## config.mk

```make
export PLATFORM = sky130hd
export DESIGN_NAME = script_lexer_token_classifier_unit_flat
export DESIGN_NICKNAME = d
export VERILOG_FILES = /design/src/rtl/slc_pkg.sv /design/src/rtl/slc_ifs.sv /design/src/rtl/slc_front.sv /design/src/rtl/slc_queue.sv /design/src/rtl/slc_back.sv /design/src/rtl/script_lexer_token_classifier_unit.sv /design/src/flat_wrapper.sv
export SDC_FILE = /design/constraint.sdc
export NUM_CORES = 1
export LEC_CHECK = 0
export BUFFER_PORTS_ARGS = -buffer_cell sky130_fd_sc_hd__buf_2
export CAP_MARGIN = 20
export CORE_UTILIZATION = 55
export DETAILED_ROUTE_END_ITERATION = 8
export MAX_ROUTING_LAYER = met4
export PLACE_DENSITY = 0.72
export RECOVER_POWER = 25
export SLEW_MARGIN = 20
export SYNTH_ARGS = -nofsm -noshare
export SYNTH_HDL_FRONTEND = slang
export SYNTH_SLANG_ARGS = --single-unit
```

## constraint.sdc

```tcl
create_clock -name clk -period 11.3 [get_ports clk]
set_clock_uncertainty 0.15 [all_clocks]
set_input_delay 0.565 -clock clk [delete_from_list [all_inputs] [get_ports clk]]
set_output_delay 0.565 -clock clk [all_outputs]
set_load 0.02 [all_outputs]
```

## src/rtl/slc_pkg.sv

```systemverilog
package slc_pkg;

	typedef enum logic [3:0] {
		KIND_UNKNOWN  = 4'd0,
		KIND_IDENT    = 4'd1,
		KIND_NUMBER   = 4'd2,
		KIND_OPERATOR = 4'd3,
		KIND_LBRACE   = 4'd4,
		KIND_RBRACE   = 4'd5,
		KIND_LPAREN   = 4'd6,
		KIND_RPAREN   = 4'd7,
		KIND_COMMA    = 4'd8,
		KIND_KW_IF    = 4'd9,
		KIND_KW_ELSE  = 4'd10,
		KIND_KW_FUNC  = 4'd11,
		KIND_KW_RET   = 4'd12,
		KIND_KW_TRUE  = 4'd13,
		KIND_KW_FALSE = 4'd14
	} tok_kind_t;

	localparam logic [7:0] CH_PLUS   = 8'h2B;
	localparam logic [7:0] CH_MINUS  = 8'h2D;
	localparam logic [7:0] CH_STAR   = 8'h2A;
	localparam logic [7:0] CH_SLASH  = 8'h2F;
	localparam logic [7:0] CH_LPAREN = 8'h28;
	localparam logic [7:0] CH_RPAREN = 8'h29;
	localparam logic [7:0] CH_SPACE  = 8'h20;
	localparam logic [7:0] CH_COMMA  = 8'h2C;
	localparam logic [7:0] CH_NL     = 8'h0A;
	localparam logic [7:0] CH_SEMI   = 8'h3B;
	localparam logic [7:0] CH_LBRACE = 8'h7B;
	localparam logic [7:0] CH_RBRACE = 8'h7D;
	localparam logic [7:0] CH_LT     = 8'h3C;
	localparam logic [7:0] CH_GT     = 8'h3E;
	localparam logic [7:0] CH_DOT    = 8'h2E;

	localparam int NUM_KW = 6;

	// Keyword text, character i in byte i.
	localparam logic [63:0] KW_TEXT [NUM_KW] = '{
		64'h0000_0000_0000_6669,
		64'h0000_0000_6573_6C65,
		64'h6E6F_6974_636E_7566,
		64'h0000_6E72_7574_6572,
		64'h0000_0000_6575_7274,
		64'h0000_0065_736C_6166
	};
	localparam logic [3:0] KW_LEN [NUM_KW] = '{4'd2, 4'd4, 4'd8, 4'd6, 4'd4, 4'd5};

	typedef enum logic [5:0] {
		CL_EMPTY = 6'b000001,
		CL_IDENT = 6'b000010,
		CL_INT   = 6'b000100,
		CL_DOT   = 6'b001000,
		CL_FRAC  = 6'b010000,
		CL_BAD   = 6'b100000
	} word_class_t;

	typedef struct packed {
		tok_kind_t   kind;
		logic [7:0]  length;
		logic [7:0]  delim;
		logic [15:0] line;
		logic [11:0] col;
	} tok_t;

	typedef struct packed {
		logic two;
		tok_t t0;
		tok_t t1;
	} entry_t;

	localparam int QUEUE_DEPTH = 2;
	localparam int QPTR_BITS = $clog2(QUEUE_DEPTH);
	localparam int QCNT_BITS = $clog2(QUEUE_DEPTH + 1);

	function automatic logic is_delim(logic [7:0] c);
		return c == CH_PLUS || c == CH_MINUS || c == CH_STAR || c == CH_SLASH ||
			c == CH_LPAREN || c == CH_RPAREN || c == CH_SPACE || c == CH_COMMA ||
			c == CH_NL || c == CH_SEMI || c == CH_LBRACE || c == CH_RBRACE ||
			c == CH_LT || c == CH_GT;
	endfunction

	function automatic tok_kind_t delim_kind(logic [7:0] c);
		tok_kind_t k;
		k = KIND_UNKNOWN;
		case (c)
			CH_PLUS, CH_MINUS, CH_STAR, CH_SLASH, CH_LT, CH_GT: k = KIND_OPERATOR;
			CH_LBRACE: k = KIND_LBRACE;
			CH_RBRACE: k = KIND_RBRACE;
			CH_LPAREN: k = KIND_LPAREN;
			CH_RPAREN: k = KIND_RPAREN;
			CH_COMMA:  k = KIND_COMMA;
			default:   k = KIND_UNKNOWN;
		endcase
		return k;
	endfunction

endpackage

```

## src/rtl/slc_ifs.sv

```systemverilog
interface slc_char_if;
	logic       valid;
	logic       ready;
	logic       req_type;
	logic [7:0] char_code;

	modport source (output valid, req_type, char_code, input ready);
	modport sink (input valid, req_type, char_code, output ready);
endinterface

interface slc_token_if;
	logic        valid;
	logic        ready;
	logic [3:0]  token_kind;
	logic [7:0]  token_length;
	logic [7:0]  delimiter_code;
	logic [15:0] line_number;
	logic [11:0] column_number;
	logic        last_of_run;

	modport source (output valid, token_kind, token_length, delimiter_code, line_number,
		column_number, last_of_run, input ready);
	modport sink (input valid, token_kind, token_length, delimiter_code, line_number,
		column_number, last_of_run, output ready);
endinterface

```

## src/rtl/slc_front.sv

```systemverilog
module slc_front
	import slc_pkg::*;
#(
	parameter int LINE_BITS = 16,
	parameter int COLUMN_BITS = 12,
	parameter int MAX_WORD_LENGTH = 255
) (
	input  logic       clk,
	input  logic       arst_n,
	input  logic       in_valid,
	output logic       in_ready,
	input  logic       req_type,
	input  logic [7:0] char_code,
	input  logic       q_full,
	output logic       q_push,
	output entry_t     q_entry
);

	localparam int WL_BITS = $clog2(MAX_WORD_LENGTH + 1);

	logic [LINE_BITS-1:0]   line_q, line_n, line_inc;
	logic [COLUMN_BITS-1:0] col_q, col_n, col_inc, slash_col_q, slash_col_n;
	logic [WL_BITS-1:0]     wl_q, wl_n;
	word_class_t            cls_q, cls_n, cls_add;
	logic [NUM_KW-1:0]      cand_q, cand_n, cand_add;
	logic                   comment_q, comment_n, slash_q, slash_n;

	logic       accept;
	logic       alpha, digit, nl;
	logic [15:0] line_sat, line_inc_sat;
	logic [11:0] col_sat, slash_col_sat;
	logic [7:0] wl_sat;
	tok_kind_t  word_kind;
	tok_t       tok_a, tok_b, tok_c;
	logic       va, vb, vc;

	assign in_ready = !q_full;
	assign accept = in_valid && in_ready;
	assign nl = char_code == CH_NL;
	assign alpha = (char_code >= 8'h61 && char_code <= 8'h7A) ||
		(char_code >= 8'h41 && char_code <= 8'h5A);
	assign digit = char_code >= 8'h30 && char_code <= 8'h39;

	assign line_inc = (line_q != '1) ? line_q + 1'b1 : line_q;
	assign col_inc = (col_q != '1) ? col_q + 1'b1 : col_q;

	assign line_sat = (32'(line_q) > 32'hFFFF) ? 16'hFFFF : 16'(line_q);
	assign line_inc_sat = (32'(line_inc) > 32'hFFFF) ? 16'hFFFF : 16'(line_inc);
	assign col_sat = (32'(col_q) > 32'hFFF) ? 12'hFFF : 12'(col_q);
	assign slash_col_sat = (32'(slash_col_q) > 32'hFFF) ? 12'hFFF : 12'(slash_col_q);
	assign wl_sat = (32'(wl_q) > 32'd255) ? 8'hFF : 8'(wl_q);

	// A keyword wins when its candidate bit survived and the length is exact.
	always_comb begin
		if (cls_q == CL_IDENT) begin
			word_kind = KIND_IDENT;
		end else if (cls_q == CL_INT || cls_q == CL_FRAC) begin
			word_kind = KIND_NUMBER;
		end else begin
			word_kind = KIND_UNKNOWN;
		end
		for (int k = NUM_KW - 1; k >= 0; k--) begin
			if (cand_q[k] && 32'(wl_q) == 32'(KW_LEN[k])) begin
				word_kind = tok_kind_t'(4'(32'(KIND_KW_IF) + k));
			end
		end
	end

	always_comb begin
		cand_add = cand_q;
		for (int k = 0; k < NUM_KW; k++) begin
			if (32'(wl_q) >= 32'(KW_LEN[k]) ||
				KW_TEXT[k][{wl_q[2:0], 3'b000} +: 8] != char_code) begin
				cand_add[k] = 1'b0;
			end
		end
		unique case (cls_q) inside
			CL_EMPTY: cls_add = alpha ? CL_IDENT : (digit ? CL_INT : CL_BAD);
			CL_IDENT: cls_add = (alpha || digit) ? CL_IDENT : CL_BAD;
			CL_INT: cls_add = digit ? CL_INT : ((char_code == CH_DOT) ? CL_DOT : CL_BAD);
			CL_DOT, CL_FRAC: cls_add = digit ? CL_FRAC : CL_BAD;
			default: cls_add = CL_BAD;
		endcase
	end

	// Up to three token slots in order: pending slash, word, delimiter.
	always_comb begin
		line_n = line_q;
		col_n = col_q;
		slash_col_n = slash_col_q;
		wl_n = wl_q;
		cls_n = cls_q;
		cand_n = cand_q;
		comment_n = comment_q;
		slash_n = slash_q;
		va = 1'b0;
		vb = 1'b0;
		vc = 1'b0;
		tok_a = '{kind: KIND_OPERATOR, length: 8'd1, delim: CH_SLASH, line: line_sat,
			col: slash_col_sat};
		tok_b = '{kind: word_kind, length: wl_sat, delim: 8'd0, line: line_sat, col: col_sat};
		tok_c = '{kind: delim_kind(char_code), length: 8'd1, delim: char_code,
			line: line_sat, col: col_sat};
		if (req_type) begin
			va = slash_q;
			vb = !slash_q && cls_q != CL_EMPTY;
			line_n = '0;
			col_n = '0;
			slash_col_n = '0;
			wl_n = '0;
			cls_n = CL_EMPTY;
			cand_n = '1;
			comment_n = 1'b0;
			slash_n = 1'b0;
		end else if (comment_q) begin
			if (nl) begin
				comment_n = 1'b0;
				line_n = line_inc;
				col_n = '0;
			end else begin
				col_n = col_inc;
			end
		end else if (slash_q && char_code == CH_SLASH) begin
			slash_n = 1'b0;
			comment_n = 1'b1;
			col_n = col_inc;
		end else begin
			va = slash_q;
			slash_n = 1'b0;
			if (nl || char_code == CH_SLASH || is_delim(char_code)) begin
				vb = cls_q != CL_EMPTY;
				wl_n = '0;
				cls_n = CL_EMPTY;
				cand_n = '1;
				if (nl) begin
					line_n = line_inc;
					col_n = '0;
					tok_b.line = line_inc_sat;
					tok_b.col = 12'd0;
				end else if (char_code == CH_SLASH) begin
					slash_n = 1'b1;
					slash_col_n = col_q;
					col_n = col_inc;
				end else begin
					vc = char_code != CH_SPACE;
					col_n = col_inc;
				end
			end else begin
				cand_n = cand_add;
				cls_n = cls_add;
				if (32'(wl_q) < 32'(MAX_WORD_LENGTH)) begin
					wl_n = wl_q + 1'b1;
				end
				col_n = col_inc;
			end
		end
	end

	always_comb begin
		q_entry.two = (va && vb) || (va && vc) || (vb && vc);
		q_entry.t0 = va ? tok_a : (vb ? tok_b : tok_c);
		q_entry.t1 = (va && vb) ? tok_b : tok_c;
		q_push = accept && (va || vb || vc);
	end

	always_ff @(posedge clk or negedge arst_n) begin
		if (!arst_n) begin
			line_q <= '0;
			col_q <= '0;
			slash_col_q <= '0;
			wl_q <= '0;
			cls_q <= CL_EMPTY;
			cand_q <= '1;
			comment_q <= 1'b0;
			slash_q <= 1'b0;
		end else if (accept) begin
			line_q <= line_n;
			col_q <= col_n;
			slash_col_q <= slash_col_n;
			wl_q <= wl_n;
			cls_q <= cls_n;
			cand_q <= cand_n;
			comment_q <= comment_n;
			slash_q <= slash_n;
		end
	end

	a_comment_slash_excl: assert property (@(posedge clk) disable iff (!arst_n)
		!(comment_q && slash_q))
		else $error("comment and pending slash both set");

	a_empty_word_len: assert property (@(posedge clk) disable iff (!arst_n)
		(cls_q == CL_EMPTY) |-> (wl_q == '0 && cand_q == '1))
		else $error("empty word carries length or cleared candidates");

endmodule

```

## src/rtl/slc_queue.sv

```systemverilog
module slc_queue
	import slc_pkg::*;
(
	input  logic   clk,
	input  logic   arst_n,
	input  logic   push,
	input  entry_t push_entry,
	output logic   full,
	input  logic   pop,
	output entry_t head,
	output logic   empty
);

	entry_t                mem [QUEUE_DEPTH];
	logic [QPTR_BITS-1:0]  wr_q, rd_q;
	logic [QCNT_BITS-1:0]  cnt_q;

	assign full = cnt_q == QCNT_BITS'(QUEUE_DEPTH);
	assign empty = cnt_q == '0;
	assign head = mem[rd_q];

	always_ff @(posedge clk) begin
		if (push) begin
			mem[wr_q] <= push_entry;
		end
	end

	always_ff @(posedge clk or negedge arst_n) begin
		if (!arst_n) begin
			wr_q <= '0;
			rd_q <= '0;
			cnt_q <= '0;
		end else begin
			if (push) begin
				wr_q <= (32'(wr_q) == QUEUE_DEPTH - 1) ? '0 : wr_q + 1'b1;
			end
			if (pop) begin
				rd_q <= (32'(rd_q) == QUEUE_DEPTH - 1) ? '0 : rd_q + 1'b1;
			end
			if (push && !pop) begin
				cnt_q <= cnt_q + 1'b1;
			end else if (pop && !push) begin
				cnt_q <= cnt_q - 1'b1;
			end
		end
	end

	a_no_overflow: assert property (@(posedge clk) disable iff (!arst_n)
		full |-> !push)
		else $error("push into a full token queue");

	a_no_underflow: assert property (@(posedge clk) disable iff (!arst_n)
		empty |-> !pop)
		else $error("pop from an empty token queue");

endmodule

```

## src/rtl/slc_back.sv

```systemverilog
module slc_back
	import slc_pkg::*;
(
	input  logic   clk,
	input  logic   arst_n,
	input  entry_t head,
	input  logic   empty,
	output logic   pop,
	slc_token_if.source tok
);

	tok_t tok_q;
	logic valid_q, last_q, sec_q;
	logic load;

	assign load = !valid_q || tok.ready;
	assign pop = load && !empty && (sec_q || !head.two);

	always_ff @(posedge clk or negedge arst_n) begin
		if (!arst_n) begin
			valid_q <= 1'b0;
			sec_q <= 1'b0;
		end else if (load) begin
			valid_q <= !empty;
			if (!empty) begin
				sec_q <= !sec_q && head.two;
			end
		end
	end

	always_ff @(posedge clk) begin
		if (load && !empty) begin
			tok_q <= sec_q ? head.t1 : head.t0;
			last_q <= sec_q || !head.two;
		end
	end

	assign tok.valid = valid_q;
	assign tok.token_kind = tok_q.kind;
	assign tok.token_length = tok_q.length;
	assign tok.delimiter_code = tok_q.delim;
	assign tok.line_number = tok_q.line;
	assign tok.column_number = tok_q.col;
	assign tok.last_of_run = last_q;

	a_second_has_head: assert property (@(posedge clk) disable iff (!arst_n)
		sec_q |-> (!empty && head.two))
		else $error("second token pending without a two-token entry");

endmodule

```

## src/rtl/script_lexer_token_classifier_unit.sv

```systemverilog
// Channel | Dir | Fields
// src     | in  | req_type, char_code
// tok     | out | token_kind, token_length, delimiter_code, line_number,
//         |     | column_number, last_of_run
//
// One character is taken per cycle while the queue has room; its tokens are queued and
// then registered. An input that makes two tokens holds the output register for both in turn,
// so the next input is taken back to back until the two-entry token queue fills.
// Reset is asynchronous and clears the lexer state, queue pointers and output valid.
// A stalled output fills the queue and then drops src.ready.
module script_lexer_token_classifier_unit
	import slc_pkg::*;
#(
	parameter int LINE_BITS = 16,
	parameter int COLUMN_BITS = 12,
	parameter int MAX_WORD_LENGTH = 255
) (
	input  logic clk,
	input  logic arst_n,
	slc_char_if.sink src,
	slc_token_if.source tok
);

	logic   q_full, q_push, q_pop, q_empty;
	entry_t q_entry, q_head;

	slc_front #(
		.LINE_BITS(LINE_BITS),
		.COLUMN_BITS(COLUMN_BITS),
		.MAX_WORD_LENGTH(MAX_WORD_LENGTH)
	) u_front (
		.clk(clk),
		.arst_n(arst_n),
		.in_valid(src.valid),
		.in_ready(src.ready),
		.req_type(src.req_type),
		.char_code(src.char_code),
		.q_full(q_full),
		.q_push(q_push),
		.q_entry(q_entry)
	);

	slc_queue u_queue (
		.clk(clk),
		.arst_n(arst_n),
		.push(q_push),
		.push_entry(q_entry),
		.full(q_full),
		.pop(q_pop),
		.head(q_head),
		.empty(q_empty)
	);

	slc_back u_back (
		.clk(clk),
		.arst_n(arst_n),
		.head(q_head),
		.empty(q_empty),
		.pop(q_pop),
		.tok(tok)
	);

endmodule

```

## src/flat_wrapper.sv

```systemverilog
// flat-port wrapper written by rule: the top's interface ports become plain ports
module script_lexer_token_classifier_unit_flat import slc_pkg::*;
#(
	parameter int LINE_BITS = 16,
	parameter int COLUMN_BITS = 12,
	parameter int MAX_WORD_LENGTH = 255
)
  (clk, arst_n, src_valid, src_req_type, src_char_code, src_ready, tok_valid, tok_token_kind, tok_token_length, tok_delimiter_code, tok_line_number, tok_column_number, tok_last_of_run, tok_ready);
  slc_char_if src_i ();
  slc_token_if tok_i ();
  input  logic clk;
  input  logic arst_n;
  input wire logic [$bits(src_i.valid)-1:0] src_valid;
  input wire logic [$bits(src_i.req_type)-1:0] src_req_type;
  input wire logic [$bits(src_i.char_code)-1:0] src_char_code;
  output wire logic [$bits(src_i.ready)-1:0] src_ready;
  output wire logic [$bits(tok_i.valid)-1:0] tok_valid;
  output wire logic [$bits(tok_i.token_kind)-1:0] tok_token_kind;
  output wire logic [$bits(tok_i.token_length)-1:0] tok_token_length;
  output wire logic [$bits(tok_i.delimiter_code)-1:0] tok_delimiter_code;
  output wire logic [$bits(tok_i.line_number)-1:0] tok_line_number;
  output wire logic [$bits(tok_i.column_number)-1:0] tok_column_number;
  output wire logic [$bits(tok_i.last_of_run)-1:0] tok_last_of_run;
  input wire logic [$bits(tok_i.ready)-1:0] tok_ready;
  assign src_i.valid = src_valid;
  assign src_i.req_type = src_req_type;
  assign src_i.char_code = src_char_code;
  assign src_ready = src_i.ready;
  assign tok_valid = tok_i.valid;
  assign tok_token_kind = tok_i.token_kind;
  assign tok_token_length = tok_i.token_length;
  assign tok_delimiter_code = tok_i.delimiter_code;
  assign tok_line_number = tok_i.line_number;
  assign tok_column_number = tok_i.column_number;
  assign tok_last_of_run = tok_i.last_of_run;
  assign tok_i.ready = tok_ready;
  script_lexer_token_classifier_unit #(.LINE_BITS(LINE_BITS), .COLUMN_BITS(COLUMN_BITS), .MAX_WORD_LENGTH(MAX_WORD_LENGTH)) u_core (.clk(clk), .arst_n(arst_n), .src(src_i), .tok(tok_i));
endmodule
```

# == Word level (Yosys, flattened, before mapping) ==
# Memory sizes are Yosys's and may differ from the RTL's.
# Index checks and enable logic that the tools add are counted.
# op_classes
n_eq_ne,40
n_lt_le_gt_ge,12
n_addsub,7
n_mux,91
n_shift,6
bitwise_logic,1
n_reduce_logical,85
# op_table
cell,n
64-bit by 7-bit indexed part select with 8-bit output (first input constant),6
48-bit two-way mux,4
12-bit two-way mux,12
28-bit two-way mux,5
8-bit by 6-bit == test with 1-bit output (second input constant),12
16-bit two-way mux,6
6-bit two-way mux,14
8-bit inequality test,6
8-bit two-way mux,5
1-bit two-way mux,33
1-bit logical OR,30
4-bit two-way mux,7
4-bit AND reduction,7
8-bit by 3-bit == test with 1-bit output (second input constant),3
8-bit by 3-bit greater-or-equal comparator with 1-bit output (second input constant),3
4-bit case mux with 6 select lines,1
6-bit case mux with 4 select lines,1
3-bit nonzero test,8
1-bit logical AND,21
16-bit by 1-bit adder with 16-bit output (second input constant),1
8-bit by 4-bit == test with 1-bit output (second input constant),2
8-bit by 7-bit == test with 1-bit output (second input constant),2
8-bit by 7-bit greater-or-equal comparator with 1-bit output (second input constant),2
8-bit by 7-bit less-or-equal comparator with 1-bit output (second input constant),2
33 further kinds,49
# word_totals
out_inout_bits,51
register_bits,117
ramBits,194
n_memories,1
# mem_list
name,depth,word_bits,read_ports,rd_clocked_by_memory_dff,write_ports,line,rtl
u_core.u_queue.mem,2,97,1,0,1,slc_queue.sv:14,entry_t mem [QUEUE_DEPTH];

# == Logic depth before layout (Yosys ltp) ==
# Gate-level depths: netlist (run 1).
# depth
depth_word,26
depth_mapped,11
mapped_depth_nobuf,10

# == Cells and area by module ==
# Synthesis (run 1) repeated with hierarchy kept, for this count alone.
# hier_totals
cells_unflattened,1231
area_unflattened_um2,15574.9
# by_module_without_submodules
mod,area_each_um2,cells_per_inst,n_inst
slc_queue,7259.5,318,1
slc_front,6125.9,801,1
slc_back,2189.6,112,1

# == Worst setup path after synthesis (run 1) ==
# No wires, ideal clock.
# synth_path
path_type,input to register
startpoint,input port src_char_code[2]
endpoint,"memory u_core.u_queue.mem[0][0] (netlist bit), enable pin"
path_slack_ps,4661
required_time_ps,10596
path_buffers,1
arrival_time_ps,5936
path_stages,7
cell_sequence,buf_2 nand2b_1 a2111oi_1 o21ai_1 a2111oi_2 a211oi_2 nor2_1
# synth_between
elab_chain_cells,24
elab_cells_between_ends,49
classes_between,eq/ne (15); mux (15); reduce/logical (19)
# synth_rtl
item,line,rtl
"start, declared",flat_wrapper.sv:15,input wire logic [$bits(src_i.char_code)-1:0] src_char_code;
8-bit by 6-bit == test with 1-bit output,slc_pkg.sv:78,return c == CH_PLUS || c == CH_MINUS || c == CH_STAR || c == CH_SLASH ||
1-bit logical OR (4 in series),slc_pkg.sv:78,
1-bit logical OR (4 in series),slc_pkg.sv:79,c == CH_LPAREN || c == CH_RPAREN || c == CH_SPACE || c == CH_COMMA ||
1-bit logical OR (4 in series),slc_pkg.sv:80,c == CH_NL || c == CH_SEMI || c == CH_LBRACE || c == CH_RBRACE ||
1-bit logical OR,slc_pkg.sv:81,c == CH_LT || c == CH_GT;
1-bit logical OR,slc_front.sv:130,if (nl || char_code == CH_SLASH || is_delim(char_code)) begin
1-bit two-way mux,slc_front.sv:130,
1-bit two-way mux,slc_front.sv:123,end else if (slash_q && char_code == CH_SLASH) begin
1-bit two-way mux,slc_front.sv:115,end else if (comment_q) begin
1-bit two-way mux,slc_front.sv:104,if (req_type) begin
1-bit logical OR,slc_front.sv:163,q_push = accept && (va || vb || vc);
1-bit logical OR (*),slc_front.sv:163,
1-bit logical AND (*),slc_front.sv:163,
1-bit two-way mux (*),slc_queue.sv:23,if (push) begin
1-bit two-way mux (implied by the code) (*),slc_queue.sv:24,mem[wr_q] <= push_entry;
"end, declared",slc_queue.sv:14,
# Every way passes the cells marked *; elsewhere a longest branch is shown, timed or not.

# == Worst setup path after layout (run 1) ==
# layout_path
startpoint,register u_core.u_queue.cnt_q[0]
endpoint,register u_core.u_queue.cnt_q[1]
# layout_between
elab_chain_cells,7
elab_cells_between_ends,17
classes_between,add/sub (2); eq/ne (1); mux (2); reduce/logical (12)
# layout_rtl
item,line,rtl
"start, declared",slc_queue.sv:16,logic [QCNT_BITS-1:0] cnt_q;
"start signal, assigned",slc_queue.sv:41,cnt_q <= cnt_q + 1'b1;
"start signal, assigned",slc_queue.sv:43,cnt_q <= cnt_q - 1'b1;
2-bit == test / 2-bit zero test (equally long branches),"slc_queue.sv:18, slc_queue.sv:19",
"1-bit zero test, on equally long branches","slc_front.sv:37, slc_back.sv:17",
"1-bit logical AND, on equally long branches","slc_front.sv:38, slc_back.sv:17",
"1-bit logical AND, on equally long branches","slc_front.sv:163, slc_back.sv:17",
"1-bit zero test, on equally long branches","slc_queue.sv:42, slc_queue.sv:40",
"1-bit logical AND, on equally long branches","slc_queue.sv:42, slc_queue.sv:40",
2-bit nonzero test (no line) / 2-bit two-way mux (equally long branches),-,
# Parallel ways exist; a longest one is shown, timed or not. The select of a mux whose other input is x is not followed.
# A chain may end at the register's enable or synchronous reset.

==> results.yml, run 1 <==
status:
  outcome: "complete, but fails checks"
  violations: "max-capacitance violations, max-slew violations"
critical_path:
  start_kind: "flop"
  startpoint: "u_core.u_queue.cnt_q[0]"
  cpMaxStageDelayCell: "clkbuf_1"
  crit_chain: "nor2_1 -> a21oi_4 -> clkbuf_1 -> nand2_1 -> ha_1 -> xor2_1 -> nor2_1 -> xor2_1"
  cp.arrival_ps: 4740
  cp.depth: 8
  cp_max_fo: 51
  r2r_start: "u_core.u_queue.cnt_q[0]"
  reg2reg_depth: 8
  worstPathRequired_ps: 11570
  crit_type: "reg -> reg"
  crit_buf_inv: 1
  cpLargestDelayFamily: "buffers and inverters"
  max_stage_delay_ps: 2320
  end_kind: "flop"
cts:
  htreeDepth: 2
  post_cts_buffers: 0
  cts_tree: "built"
  post_cts_resize_count: 0
  cts_inserted_buffers: 34
  insertion_delay_ps: 500
  cts_buffer_depth: 3
  hold_buffers: 0
  clock-sinks: 311
  ctsRootBufferMaster: "clkbuf_16"
  cts.clk_slew.worst_paths_ps: 60
floorplanning:
  die_h_um: 162.3
  die_w_um: 162.3
  die_area_um2: 26350
  start_util_pct: 56.15
  core_um2: 25180
  rows: 58
  io_pins: 64
pwr:
  power.leakage_nw: 5.639
  ir_worst_vdd_v: 0.0001579
  power_density_nw_per_um2: 228.7
synthesis:
  synth-async-reset-ratio_pct: 21.86
  synth_edf_count: 243
  ys_seq_area_share_pct: 63.70
  syn_area_um2: 14140
  synthDistinctLibCells: 76
  ys.flop_type: "edfxtp_1"
  ys_seq_elements: 311
  yosysWarnings: 0
  synth_area_per_cell_um2: 13.85
  synthesis.nets: 1044
  syn_inst: 1021
  synth_top_area_share_pct: 51.61
  yosysMostFrequentCell: "edfxtp_1"
  yosys.area.top_type: "edfxtp_1"
  synth_top_cells_by_area: "edfxtp_1 52%, dfrtp_1 11%, mux4_2 7.6%"
  synth_commonest_cells: "243 x edfxtp_1, 68 x nand2_1, 67 x nor2_1"
detailed_routing:
  drt-wirelength-per-cell_um: 20.92
  drtIter0Drc: 884
  vias_per_cell: 6.204
  drt_wl_total_mm: 29.79
  antenna_left: 0
  post-route-drc-count: 0
  drt_first_pass_iters: 5
  via_count: 8834
final_layout:
  antennaDiodeCount: 0
  drive_gt1_share_pct: 14.53
  area_growth_syn_to_layout_pct: 11.31
  fin_nets: 1092
  multi_input_area_um2: 4825
  fill_cells: 1846
  register_area_um2: 9009
timing:
  setup_tns_ps: 0
  period_share_pct: 39.49
  hold_violations: 0
  maxSlewViolCount: 121
  rsz0062_at_grt: "false"
  worst_pin_slew_ps: 3976
  fin_crit_ps: 4462
  fmax_mhz: 224.1
  maxSlewHeadroom_pct: -165.1
  setup_viol: 0
  worst_slack_ps: 6838
flow_run:
  cap_violations: 2
placement:
  io_buffers: 63
  gp_congestion: 0.8936
  dp_slack_ps: 7329
  dpl.hpwl_mm: 18.88
grt:
  grt_start_max_net_pins: 69
  grt_pass1_vias: 8480
  use_met1_pct: 32.88
  met2_usage_pct: 36.89
  use_met3_pct: 4.507
  antenna_found_initial: 0
  gr-usage-all-layers_pct: 23.95
  grt.busiest_layer: "met2"
  grt_pass1_wl_mm: 46.91
  gr-total-overflow: 0
hold_path:
  hp-class: "in -> reg"
  whs_path_depth: 2
  min_from: "tok_ready"
## cells by family after synthesis
| logic type | after synthesis | share of synthesized area, % |
|---|---|---|
| AO/OA/AOI/OAI | 195 | 9.583 |
| AND/OR/NAND/NOR | 309 | 11.62 |
| buffers and inverters | 85 | 2.363 |
| XOR/XNOR | 41 | 2.540 |
| adder cells (fa/ha/maj) | 11 | 0.9557 |
| flip-flops | 311 | 63.70 |
| multiplexers | 69 | 9.238 |
## final cells by class
cell class,count,area share [%]
clock buffer,50,6.050
timing repair buffer,76,2.297
tap,330,2.623
inverter,21,0.5008
sequential,311,57.24
multi-input combinational,625,30.65
clock inverter,11,0.6360
## stage by stage
stage          cells  total power [mW]  cell area, µm²  util, %  hold slack (ps)
2_1_floorplan   1021             2.309           14140        -            119.4
3_3_place_gp    1362             2.572           14740    58.54            338.9
3_5_place_dp    1362             2.594           14740    58.54            342.1
4_1_cts         1423             3.635           15790    62.71            93.95
5_1_grt         1424             3.765           15740    62.50            116.3
6_report        1424             3.600           15740    62.50            104.5
## per-layer routing
metal / part of all wire [%] / up-vias
li1: - / 4050
met3: 7.1 / 60
met4: 2.0 / 0
met1: 43 / 4379
met2: 48 / 345
met5: 0 / -
## cell usage in the layout, fill, tap and decap left out, types with 5 or more instances in the layout
cell         n
clkinv_2     5
a22o_1      34
mux2i_1      9
dfstp_2      7
nand4_1     14
clkbuf_1    66
xor2_1      13
edfxtp_1   243
or3_1        7
a21o_1      11
and3_1      24
ha_1        10
nor4_1       8
dfrtp_1     60
inv_1       21
o31ai_1      6
nand2b_1    10
a31o_2       6
nor2_1      65
o21ai_0     40
mux2_1       5
mux2_2       7
nand2_1     68
buf_2       12
mux4_2      48
nor2b_1      6
nand3_1     30
a21oi_1     42
xnor2_1     28
and2_1      19
nand3b_1     6
a31oi_1      8
clkbuf_16   35
nor3_1      22
buf_4       10
## power breakdown
| group | internal (mW) | leakage [nW] | switching (mW) | total [mW] |
|---|---|---|---|---|
| combinational | 0.350 | 1.93 | 0.575 | 0.925 |
| clock | 0.611 | 0.512 | 0.425 | 1.04 |
| sequential | 1.51 | 3.20 | 0.129 | 1.64 |
| total | 2.47 | 5.64 | 1.13 | 3.60 |
## sequential cells by signal (all words and copies together) (netlist names)
name,cells
u_core.u_back.sec_q,1
u_core.u_back.tok.column_number,12
u_core.u_back.tok.delimiter_code,8
u_core.u_back.tok.last_of_run,1
u_core.u_back.tok.line_number,16
u_core.u_back.tok.token_kind,4
u_core.u_back.tok.token_length,8
u_core.u_back.tok.valid,1
u_core.u_front.cand_q,6
u_core.u_front.cls_q,6
u_core.u_front.col_q,12
u_core.u_front.comment_q,1
u_core.u_front.line_q,16
u_core.u_front.slash_col_q,12
u_core.u_front.slash_q,1
u_core.u_front.wl_q,8
u_core.u_queue.cnt_q,2
u_core.u_queue.mem,194
u_core.u_queue.rd_q,1
u_core.u_queue.wr_q,1
## worst paths after layout
kind                                                 endpoint  slack, ps
max in group asynchronous                 u_core.u_back.sec_q       7070
worst max-delay path                  u_core.u_queue.cnt_q[1]       6840
min in group asynchronous       u_core.u_front.slash_col_q[3]       1410
worst max register to register        u_core.u_queue.cnt_q[1]       6840
worst min register to register  u_core.u_front.slash_col_q[6]        350
worst min-delay path                  u_core.u_back.tok.valid        100
No activity file was read; power rests on OpenSTA's default activity.
==> run 2: changes to the inputs <==
--- a/config.mk
+++ b/config.mk
@@ -5,6 +5,7 @@
 export SDC_FILE = /design/constraint.sdc
 export NUM_CORES = 1
 export LEC_CHECK = 0
+export ABC_AREA = 1
 export BUFFER_PORTS_ARGS = -buffer_cell sky130_fd_sc_hd__buf_2
 export CAP_MARGIN = 20
 export CORE_UTILIZATION = 55
==> constraint.sdc (replaced) <==
create_clock -name clk -period 4.5 [get_ports clk]
set_clock_uncertainty 0.15 [all_clocks]
set_input_delay 0.225 -clock clk [delete_from_list [all_inputs] [get_ports clk]]
set_output_delay 0.225 -clock clk [all_outputs]
set_load 0.02 [all_outputs]
==> results.yml, run 2 <==
status:
  outcome: "complete, but fails checks"
  violations: "max-capacitance violations, max-slew violations"
synthesis:
  yosysWarnings: 0
  yosys.area_share.simple_pct: 15.97
  synth_area_per_cell_um2: 10.13
  syn_area_um2: 14290
  synth-async-reset-ratio_pct: 21.86
  muxShareOfSynthArea_pct: 0
  synth_top_family_by_area: "simple AND/OR/NAND/NOR gates"
  yosysMostFrequentCell: "edfxtp_1"
  synthDistinctLibCells: 45
  yosys.area.top_type: "edfxtp_1"
  synth_commonest_cells: "243 x edfxtp_1, 211 x nand2_1, 207 x nor2_1"
  ys_seq_area_share_pct: 63.01
  synthAdderAreaFrac_pct: 0.8753
  synth_compound_area_share_pct: 12.21
  synth_top_area_share_pct: 51.05
  ys.flop_type: "edfxtp_1"
  synthesis.nets: 1434
  syn_inst: 1411
  synthXorXnorAreaFrac_pct: 2.083
  ys_seq_elements: 311
  synth_edf_count: 243
  synth_top_cells_by_area: "edfxtp_1 51%, dfrtp_1 11%, o21ai_0 6.8%"
final_layout:
  antennaDiodeCount: 0
  largest_reg_flops: 194
  stdcell_count: 1807
  final_common_cell: "edfxtp_1"
  top_register: "u_core.u_queue.mem"
  fin_nets: 1476
  drive_gt1_share_pct: 8.260
  layout_common_cells: "243 x edfxtp_1, 211 x nand2_1, 206 x nor2_1"
  fill_cells: 2054
  post-route-util_pct: 62.29
  area_growth_syn_to_layout_pct: 10.36
critical_path:
  crit_top_cell: "nand2_1"
  crit_buf_inv: 5
  r2r_slack_ps: 1460
  r2r_start: "u_core.u_front.cls_q[4]"
  worstPathRequired_ps: 4630
  crit_chain: "dlygate4sd3_1 -> clkbuf_1 -> inv_1 -> nand2_1 -> nor2_1 -> nand2_1 -> nand3_2 -> nor2_1 -> nand2_2 -> nand2_1 -> nand4_1 -> nand3_1 -> clkinv_2 -> buf_12"
  cp_max_fo: 51
  reg2reg_to: "u_core.u_queue.mem[0][82]"
  crit_type: "in -> reg"
  max_stage_delay_ps: 680
  end_kind: "flop"
  cpMaxStageDelayCell: "clkinv_2"
  cp.arrival_ps: 3330
  cpLargestDelayFamily: "buffers and inverters"
  reg2reg_depth: 9
  start_kind: "primary input"
detailed_routing:
  drt-wirelength-per-cell_um: 18.45
  drt_first_pass_iters: 5
  via_count: 10500
  drtIter0Drc: 1038
  drt_wl_total_mm: 33.35
  vias_per_cell: 5.811
  antenna_left: 0
  post-route-drc-count: 0
timing:
  whs_ps: 20.22
  setup_tns_ps: 0
  period_share_pct: 71.18
  rsz0062_at_grt: "false"
  fmax_mhz: 312.2
  setup_viol: 0
  fin_crit_ps: 3203
  maxSlewViolCount: 69
  hold_violations: 0
  maxSlewHeadroom_pct: -24.10
  worst_pin_slew_ps: 1861
cts:
  cts.clk_slew.worst_paths_ps: 60
  cts_tree: "built"
  ctsRootBufferMaster: "clkbuf_16"
  insertion_delay_ps: 560
  cts_inserted_buffers: 30
  clock-sinks: 311
  htreeDepth: 1
  post_cts_buffers: 0
  post_cts_resize_count: 0
  cts_buffer_depth: 3
pwr:
  power_density_nw_per_um2: 612.8
  ir_worst_vdd_v: 0.0005428
  p_total_mw: 9.667
  power.leakage_nw: 5.935
floorplanning:
  die_w_um: 163.2
  core_um2: 25330
  rows: 58
  start_util_pct: 56.44
  die_h_um: 163.2
  io_pins: 64
  die_area_um2: 26640
hold_path:
  hp-class: "in -> reg"
  min_from: "src_valid"
  holdPathEnd: "u_core.u_front.col_q[8]"
  whs_path_depth: 4
placement:
  io_buffers: 63
  place_inst: 1747
  gp_congestion: 0.9053
  dpl.hpwl_mm: 21.86
grt:
  grt_pass1_wl_mm: 53.13
  gr-total-overflow: 0
  antenna_found_initial: 0
  gr-usage-all-layers_pct: 26.51
  grt_start_max_net_pins: 97
  grt_pass1_vias: 9995
flow_run:
  cap_violations: 1
-- run 2: changes by cell type after synthesis, moves of 20 or more --
cell,change
mux4_2,-48
xnor2_1,-26
inv_1,+91
nor2_1,+140
a22o_1,-34
a21oi_1,-20
o21ai_0,+152
and3_1,-23
o21ai_1,+21
o22ai_1,+66
nand3_1,+25
nand2_1,+143
-- run 2: cell type report --
class | count | area (µm²) | share of cell area, %
timing repair buffer | 79 | 391.6 | 2.482
clock buffer | 46 | 892.1 | 5.655
tap | 330 | 412.9 | 2.617
multi-input combinational | 909 | 4474 | 28.36
sequential | 311 | 9007 | 57.09
clock inverter | 10 | 128.9 | 0.8169
inverter | 122 | 469.2 | 2.974
-- run 2: worst max-delay path by stage --
| stage | start | endpoint | slack [ps] | depth (start not counted) |
|---|---|---|---|---|
| finish | src_char_code[7] | u_core.u_queue.mem[0][82] | 1300 | 14 |
| CTS | src_char_code[7] | u_core.u_queue.mem[0][87] | 1370 | 14 |
| floorplan | src_char_code[4] | u_core.u_queue.mem[1][0] | 200 | 12 |
| detailed placement | src_char_code[1] | u_core.u_queue.mem[0][89] | 1150 | 13 |
| global route | src_char_code[7] | u_core.u_queue.mem[0][39] | 1030 | 14 |
| global placement | src_char_code[1] | u_core.u_queue.mem[0][35] | 1180 | 13 |
-- run 2: repair_timing --
item,4_1_cts,5_1_grt
setup endpoints to repair,0,0
hold buffers,4,0
hold endpoints to repair,70,0
-- run 2: through the flow --
stage | cell area [µm²] | worst slack (ps)
after global placement | 14780 | 1175
after global routing | 15780 | 1034
after CTS | 15840 | 1369
after floorplan | 14300 | 196.0
after detailed placement | 14780 | 1154
final | 15780 | 1297
-- run 2: worst reg2reg max path, cell delays in order (launching register included) --
cell and delay (ps):
dfrtp_1 390, nor2_1 240, nand4_1 290, nand2_1 130, nor2_1 50, nand2_2 80
nand4_1 100, nand3_1 130, clkinv_2 680, buf_12 500
-- run 2: power by group --
| group | switching (mW) | internal, mW | total [mW] |
|---|---|---|---|
| Sequential | 0.246 | 3.98 | 4.23 |
| Combinational | 2.13 | 0.742 | 2.87 |
| Clock | 1.04 | 1.53 | 2.57 |
-- run 2: logic make-up after synthesis --
family	Yosys count
flip-flops	311
AND/OR/NAND/NOR	543
XOR/XNOR	34
adder cells (fa/ha/maj)	10
AO/OA/AOI/OAI	322
buffers and inverters	191
-- run 2: per-layer routing --
layer	wire length, µm	vias up	global-route usage, %
met2	15700	394	41.45
met5	0	-	-
li1	-	4971	-
met3	2314	58	3.225
met4	611	0	6.712
met1	14720	5078	36.98
==> run 3: changes to the inputs <==
--- a/config.mk
+++ b/config.mk
@@ -5,13 +5,13 @@
 export SDC_FILE = /design/constraint.sdc
 export NUM_CORES = 1
 export LEC_CHECK = 0
-export ABC_AREA = 1
+export ABC_AREA = 0
 export BUFFER_PORTS_ARGS = -buffer_cell sky130_fd_sc_hd__buf_2
 export CAP_MARGIN = 20
 export CORE_UTILIZATION = 55
 export DETAILED_ROUTE_END_ITERATION = 8
 export MAX_ROUTING_LAYER = met4
-export PLACE_DENSITY = 0.72
+export PLACE_DENSITY = 0.75
 export RECOVER_POWER = 25
 export SLEW_MARGIN = 20
 export SYNTH_ARGS = -nofsm -noshare
==> constraint.sdc (replaced) <==
create_clock -name clk -period 2.6 [get_ports clk]
set_clock_uncertainty 0.15 [all_clocks]
set_input_delay 0.13 -clock clk [delete_from_list [all_inputs] [get_ports clk]]
set_output_delay 0.13 -clock clk [all_outputs]
set_load 0.02 [all_outputs]
==> results.yml, run 3 (synthesis gave the netlist of run 1 again) <==
status:
  outcome: "completed"
placement:
  gp_congestion: 0.8880
  dpl.hpwl_mm: 21.39
  dp_slack_ps: -64.74
  place_inst: 1456
  dpl-instance-area_um2: 15710
  io_buffers: 63
grt:
  gr-usage-all-layers_pct: 25.81
  use_met3_pct: 3.947
  gr-total-overflow: 0
  met2_usage_pct: 40.97
  use_met1_pct: 35.25
  antenna_found_initial: 0
  grt_start_max_net_pins: 51
  grt_pass1_wl_mm: 50.89
  grt.busiest_layer: "met2"
  grt_pass1_vias: 9285
timing:
  rsz0062_at_grt: "true"
  period_share_pct: 97.08
  fmax_mhz: 396.2
  maxSlewViolCount: 0
  whs_ps: 17.36
  fin_crit_ps: 2524
  worst_slack_ps: 75.94
  hold_violations: 0
  setup_tns_ps: 0
  maxSlewHeadroom_pct: 3.091
  worst_pin_slew_ps: 1454
  setup_viol: 0
pwr:
  p_total_mw: 15.84
  p_sw_mw: 5.059
  p_seq_share_pct: 44.2
  p_sw_share_pct: 31.93
  power_density_nw_per_um2: 943.6
  power.leakage_nw: 6.236
  power_frac_comb_pct: 29.7
  power_frac_clock_pct: 26.1
  power.internal_mw: 10.79
  ir_worst_vdd_v: 0.0006846
final_layout:
  drive_gt1_share_pct: 23.31
  final_common_cell: "edfxtp_1"
  layout_common_cells: "243 x edfxtp_1, 97 x buf_4, 67 x nand2_1"
  final_area_um2: 16790
  fin_nets: 1200
  largest_reg_flops: 194
  area_growth_syn_to_layout_pct: 18.75
  stdcell_count: 1531
  top_register: "u_core.u_queue.mem"
  post-route-util_pct: 66.68
  fill_cells: 1746
  antennaDiodeCount: 0
critical_path:
  reg2reg_to: "u_core.u_queue.cnt_q[1]"
  r2r_slack_ps: 80
  crit_chain: "nor4_4 -> buf_4 -> a21o_1 -> or2_4 -> nand2_4 -> a211oi_4 -> nor2_2 -> ha_2 -> xor2_1 -> nor2_1 -> xor2_1"
  worstPathRequired_ps: 2920
  cpMaxStageDelayCell: "dfrtp_1"
  crit_top_cell: "xor2_1"
  reg2reg_depth: 11
  cp_max_fo: 4
  max_stage_delay_ps: 420
  r2r_start: "u_core.u_front.cls_q[4]"
  start_kind: "flop"
  end_kind: "flop"
  crit_type: "reg -> reg"
  cp.arrival_ps: 2850
floorplanning:
  die_area_um2: 26350
  rows: 58
  io_pins: 64
  core_um2: 25180
  die_h_um: 162.3
  die_w_um: 162.3
  start_util_pct: 56.15
detailed_routing:
  via_count: 9357
  drt_wl_total_mm: 32.50
  drt_first_pass_iters: 5
  antenna_left: 0
  drtIter0Drc: 898
  post-route-drc-count: 0
  vias_per_cell: 6.112
  drt-wirelength-per-cell_um: 21.22
cts:
  clock-sinks: 311
  htreeDepth: 1
  cts_tree: "built"
  cts_buffer_depth: 3
  ctsRootBufferMaster: "clkbuf_16"
  cts_inserted_buffers: 30
  insertion_delay_ps: 550
  cts.clk_slew.worst_paths_ps: 60
flow_run:
  cap_violations: 0
hold_path:
  hp-class: "in -> reg"
  whs_path_depth: 4
  holdPathEnd: "u_core.u_front.cls_q[3]"
  min_from: "src_char_code[1]"
==> run 3: changes by cell type in the layout (fill, tap and decap cells not counted), moves of 26 or more <==
cell	previous run	this run
buf_4	10	97
mux4_2	0	48
o22ai_1	68	2
a22o_1	0	34
nor2_1	206	61
nand3_1	55	29
nand2_1	211	67
inv_1	110	21
o21ai_0	193	40
xnor2_1	2	28
==> run 3: what timing repair did <==
item                                   in CTS  in global routing
hold buffers                                9                  1
gates resized for setup                     0                 23
endpoints found under the hold margin      77                  2
setup endpoints to repair                   0                187
buffers inserted                            0                  8
==> run 3: metal layers <==
metal	routed length, µm	vias up	share of wire (%)
li1	-	4258	-
met5	0	-	0
met1	14080	4690	43
met3	2243	44	6.9
met4	530	0	1.6
met2	15650	365	48
==> run 3: area by class of cell <==
class                      instances  area, µm²  area share [%]
sequential                       311       9009           53.65
multi-input combinational        625       4949           29.47
timing repair buffer             188       1405           8.368
clock buffer                      37      818.3           4.873
tap                              330      412.9           2.459
clock inverter                    19      118.9          0.7079
inverter                          21      78.83          0.4694
==> run 3: power by group through the flow <==
stage / Sequential [mW] / Clock, mW / Combinational [mW]
after floorplan: 7.43 / 0 / 2.61
after global placement: 7.02 / 0 / 4.65
after detailed placement: 7.08 / 0 / 4.73
after CTS: 6.99 / 4.19 / 4.79
after global routing: 7.08 / 4.39 / 5.05
final: 7.00 / 4.14 / 4.70
==> run 3: how the worst max path moves through the flow <==
stage / from / end
after floorplan: u_core.u_queue.cnt_q[0] / u_core.u_queue.mem[0][0]
after global placement: src_char_code[6] / u_core.u_queue.cnt_q[1]
after detailed placement: src_char_code[6] / u_core.u_queue.mem[1][51]
after CTS: src_char_code[7] / u_core.u_queue.cnt_q[1]
after global routing: u_core.u_front.cls_q[4] / u_core.u_queue.cnt_q[1]
final: u_core.u_front.cls_q[4] / u_core.u_queue.cnt_q[1]
==> run 3: worst max-delay path: cells and delay by family, from the launching register on <==
kind                       cells  cell delay (ps)
buffers and inverters          1              180
adders and majority gates      1              200
and+or+nand+nor                5              720
AOI/OAI and AO/OA              2              500
xor gates and xnor gates       2              290
DFF                            1              420
